==> src/rtl/tlpt_pkg.sv <==
// ----------------------------------------------------------------------------
// tlpt_pkg
// Shared types and constants of the two-level page table engine.
// ----------------------------------------------------------------------------
package tlpt_pkg;

   localparam int NumTables  = 16;
   localparam int SlotW      = (NumTables > 1) ? $clog2(NumTables) : 1;
   localparam int CountW     = $clog2(NumTables + 1);
   localparam int DirEntries = 1024;
   localparam int DirW       = 10;
   localparam int TblW       = 10;
   localparam int StoreDepth = NumTables * DirEntries;
   localparam int StoreAw    = SlotW + TblW;

   localparam logic [1:0] CMD_MAP    = 2'd0;
   localparam logic [1:0] CMD_UNMAP  = 2'd1;
   localparam logic [1:0] CMD_LOOKUP = 2'd2;

   typedef enum logic [2:0] {
      ST_IDLE,
      ST_DIR,
      ST_CLEAR,
      ST_TABLE,
      ST_RESULT,
      ST_INIT
   } state_type;

   // controller to datapath
   typedef struct packed {
      logic load;        // capture request
      logic init_step;   // clear one directory entry
      logic claim;       // claim slot, set directory entry
      logic clear_step;  // zero one table entry
      logic table_write; // write page entry
      logic table_zero;  // write zero entry (unmap)
      logic table_read;  // issue table read
      logic make_rsp;    // form response
      logic fail;        // report no free slot
   } ctl_type;

   // datapath to controller
   typedef struct packed {
      logic [1:0] cmd;
      logic       dir_present;
      logic       slot_free;
      logic       count_last;
   } sts_type;

endpackage

==> src/rtl/tlpt_ctrl.sv <==
// ----------------------------------------------------------------------------
// tlpt_ctrl
// Sequencer: directory init, directory read, table clear and access.
// ----------------------------------------------------------------------------
module tlpt_ctrl (
   input  logic              clock,
   input  logic              reset,
   input  logic              req_valid,
   output logic              req_stall,
   output logic              rsp_valid,
   input  logic              rsp_stall,
   input  tlpt_pkg::sts_type sts,
   output tlpt_pkg::ctl_type ctl
);
   import tlpt_pkg::*;

   state_type state_ff, state_in;
   logic      fail_ff, fail_in;
   logic      valid_ff, valid_in;
   logic      rsp_free;

   assign rsp_free = !valid_ff || !rsp_stall;

   // next state
   always_comb begin
      state_in = state_ff;
      fail_in  = fail_ff;
      case (state_ff)
         ST_INIT:   if (sts.count_last) state_in = ST_IDLE;
         ST_IDLE:   if (req_valid) state_in = ST_DIR;
         ST_DIR: begin
            fail_in  = 1'b0;
            state_in = ST_TABLE;
            if (sts.cmd == CMD_MAP && !sts.dir_present) begin
               if (sts.slot_free) state_in = ST_CLEAR;
               else begin
                  fail_in  = 1'b1;
                  state_in = ST_RESULT;
               end
            end
         end
         ST_CLEAR:  if (sts.count_last) state_in = ST_TABLE;
         ST_TABLE:  state_in = ST_RESULT;
         ST_RESULT: if (rsp_free) state_in = ST_IDLE;
         default:   state_in = ST_IDLE;
      endcase
   end

   // outputs
   always_comb begin
      ctl           = '0;
      req_stall     = 1'b1;
      ctl.fail      = fail_ff;
      case (state_ff)
         ST_INIT:  ctl.init_step = 1'b1;
         ST_IDLE: begin
            req_stall = 1'b0;
            ctl.load  = req_valid;
         end
         ST_DIR:
            ctl.claim = (sts.cmd == CMD_MAP) && !sts.dir_present && sts.slot_free;
         ST_CLEAR: ctl.clear_step = 1'b1;
         ST_TABLE: begin
            ctl.table_write = (sts.cmd == CMD_MAP);
            ctl.table_zero  = (sts.cmd == CMD_UNMAP) && sts.dir_present;
            ctl.table_read  = 1'b1;
         end
         ST_RESULT: ctl.make_rsp = rsp_free;
         default: ;
      endcase
   end

   // hold response valid until taken
   always_comb begin
      valid_in = valid_ff;
      if (valid_ff && !rsp_stall) valid_in = 1'b0;
      if (ctl.make_rsp) valid_in = 1'b1;
   end

   always_ff @(posedge clock) begin
      if (reset) begin
         state_ff <= ST_INIT;
         fail_ff  <= 1'b0;
         valid_ff <= 1'b0;
      end else begin
         state_ff <= state_in;
         fail_ff  <= fail_in;
         valid_ff <= valid_in;
      end
   end

   assign rsp_valid = valid_ff;

endmodule

==> config.mk <==
export PLATFORM = sky130hd
export DESIGN_NAME = tlpt_ctrl
export DESIGN_NICKNAME = d
export VERILOG_FILES = /design/src/rtl/tlpt_pkg.sv /design/src/rtl/tlpt_ctrl.sv
export SDC_FILE = /design/constraint.sdc
export NUM_CORES = 1
export LEC_CHECK = 0
export ABC_AREA = 1
export BUFFER_PORTS_ARGS = -buffer_cell sky130_fd_sc_hd__clkbuf_2
export CORE_AREA = 2 2 39 41
export CTS_BUF_LIST = sky130_fd_sc_hd__clkbuf_8 sky130_fd_sc_hd__clkbuf_16
export DETAILED_ROUTE_END_ITERATION = 8
export DIE_AREA = 0 0 41 43
export MAX_ROUTING_LAYER = met4
export SYNTH_ARGS = -nofsm -noshare
export SYNTH_HDL_FRONTEND = slang
export SYNTH_SLANG_ARGS = --single-unit
==> constraint.sdc <==
create_clock -name clock -period 1 [get_ports clock]
set_input_delay 0 -clock clock [delete_from_list [all_inputs] [get_ports clock]]
set_output_delay 0 -clock clock [all_outputs]
set_load 0.02 [all_outputs]
==> metrics.md <==
| Metric | Value |
|---|---|
| Endpoint class of the critical path | `output pin` |
| Total global routing track utilization | `12.8%` |
| P&R area growth vs syn | `76.5%` |
| Largest buffer count on any clock path | `2` |
| I/O pin count | `20` |
| Worst-case reg-to-reg path depth | `6` |
| Fin Clk Skew | `0.000596 ns` |
| P per Cell Area | `1420 nW/um^2` |
| Outcome | `complete, but fails checks` |
| Die height | `43 um` |
| Setup TNS after final layout | `-0.487 ns` |
| Tightest Pin Transition | `0.192 ns` |
| Initial antenna violation count | `0` |
| Area taken by flip-flops and latches | `109 um^2` |
| Number of rows created at floorplan | `14` |
| Number of library cell types mapped by synthesis | `14` |
| Horizontal extent of the die | `41 um` |
| First-pass GRT wire length | `1430 um` |
| Clk pin slew, worst setup/hold paths | `0.03 ns` |
| Detailed-placement wirelength estimate | `672 um` |
| Series of cell instances along the critical path | `nand3_4 > nor4b_4 > buf_4` |
| Hold path depth | `3` |
| Final Power | `0.932 mW` |
| Most area-consuming cells after synthesis | `dfxtp_1 27%, nand3_1 11%, inv_1 9.1%, nand3_2 8.1%, nor2_1 8.1%` |
| Area occupied by multi-input gates | `224 um^2` |
| Number of standard cells after synthesis | `58` |
| Cell type contributing the most total cell area after synthesis | `dfxtp_1` |
| WP data required | `1.00 ns` |
| Post-route cell area | `658 um^2` |
| Failing checks | `setup timing` |
| Worst-case headroom to the max-slew limit | `87.1%` |
| Number of DRC markers after the initial detailed-route iteration | `7` |
| Cell Count, Final, Fillers Out | `101` |
| Clk Latency, worst-skew pair | `0.22 ns` |
| Top library cells by usage in the layout, fill and taps aside | `10 x inv_1, 10 x clkbuf_2, 9 x buf_4` |
| Fmax | `892 MHz` |
| Number of buffers created by CTS | `3` |
| Die area | `1760 um^2` |
| Layout Utilization | `47.6%` |
| DR DRC count | `0` |
| Antenna Nets Post-Route | `0` |
| Worst setup path class | `register to output pin` |
| Final hold violation count | `0` |
| Area share of the largest cell type after synthesis | `26.8%` |
| Per-cell via count in the routed design | `4.43` |
| Post-route minimum period | `1.12 ns` |
| CTS tree | `done` |
| Pre-CTS worst setup slack | `-0.116 ns` |
| Stage delay of the slowest cell on the critical path | `0.39 ns` |
| Leak pwr | `0.357 nW` |
| Root buffer selected by CTS | `clkbuf_8` |
| Clock net sink count | `5` |
| GRT overflow | `0` |
| Share of final-layout standard cells stronger than drive strength 1 | `55.3%` |
| Highest-delay cell along the critical path | `dfxtp_4` |
| Core Region | `1380 um^2` |
| Share of the clock period used by the worst path after layout | `112%` |
| Number of nets produced by synthesis | `67` |
| Maximum number of pins on one net before global-route repair | `7` |
| WHS | `0.0452 ns` |
| Syn Std Cell Area | `373 um^2` |
| Number of H-tree branching levels | `1` |
| Internal reg-to-reg setup slack | `-0.01 ns` |
| Vias in the first global route | `367` |
| Yosys warning count | `0` |
| Via count | `447` |
| Reported max-cap violation count | `0` |
| Mean area per synthesized cell | `6.43 um^2` |
| Total iterations of the first detailed-routing run | `4` |
| Setup-failing EPs final | `9` |
| Worst Path Max Fanout | `5` |
| Port Buffer Count | `19` |
| Final setup slack of the worst path | `-0.121 ns` |
| Total wire length | `1040 um` |
| Post-synthesis sequential element count | `5` |
| Count of nets after finishing | `95` |
| Sequential area share after synthesis | `26.8%` |
| Category of the worst setup path launch point | `register` |
| RSZ-0062 raised after global routing | `yes` |
| Min-delay worst type | `primary input to register` |
| Antenna diodes | `0` |
| Slew Viols, Final | `0` |
| Cell area after placement | `487 um^2` |
| Number of fillers in the final layout | `137` |
| Placed instance count | `93` |
| Routed wirelength normalized by instance count | `10.3 um` |
| Routability cong. | `0.784` |
| Critical path arrival | `1.12 ns` |
| Starting utilization of the core area | `26.9%` |
| Worst ir drop on vdd | `0.749 mV` |
-- synthesized netlist by cell type --
cell / count
a21oi_1: 4
buf_4: 2
buf_6: 1
dfxtp_1: 5
inv_1: 9
inv_2: 6
nand2_1: 7
nand3_1: 8
nand3_2: 3
nand4_1: 2
nor2_1: 8
nor2_4: 1
nor3_1: 1
nor4b_2: 1
-- critical path: cells and delay by family, from the launching register on --
kind,cells,cell delay [ns]
DFF,1,0.39
and+or+nand+nor,2,0.33
buffers and inverters,1,0.18
-- what timing repair did --
item | 4_1_cts | 5_1_grt
resized for setup | 18 | 17
pin swaps | 1 | 0
hold endpoints to repair | 3 | 0
buffers inserted | 3 | 0
endpoints found under the setup margin | 12 | 12
hold buffers | 1 | 0
-- sequential cells by signal, summed over array words and instances, names as in the netlist --
register / flops
fail_ff: 1
rsp_valid: 1
state_ff: 3
-- metal layers --
layer / vias up / GRT usage, % / routed length, um
met5: - / - / 0
met4: 0 / 6.00 / 22
met3: 2 / 4.71 / 54
met2: 13 / 20.3 / 601
met1: 197 / 13.3 / 361
li1: 235 / - / -
-- area by class of cell --
class	instances	area share (%)
clock buffers	3	6.27
clock inverters	1	0.570
inverters	15	8.94
multi-input cells	35	34.0
flip-flops and latches	5	16.5
well taps	16	3.04
repair buffers	26	30.6
-- cell families after synthesis --
kind of cell           after synthesis  synth area share [%]
buffers and inverters               18                  22.1
AO/OA/AOI/OAI                        4                  5.37
AND/OR/NAND/NOR                     31                  45.6
flip-flops                           5                  26.8
-- worst paths after layout --
kind | from | endpoint
setup reg to reg | state_ff[2]$_SDFFE_PP1P_ | state_ff[2]$_SDFFE_PP1P_
hold reg to reg | fail_ff$_SDFFE_PP0N_ | fail_ff$_SDFFE_PP0N_
hold / removal | rsp_stall | rsp_valid$_SDFFE_PP0P_
setup / recovery | state_ff[1]$_SDFFE_PP0P_ | ctl[3]
-- power breakdown --
group	internal (mW)	total, mW	switching [mW]
Clock	0.263	0.368	0.104
Combinational	0.144	0.308	0.164
Sequential	0.223	0.256	0.0329
Note: power is estimated with default switching activity, not from simulation.
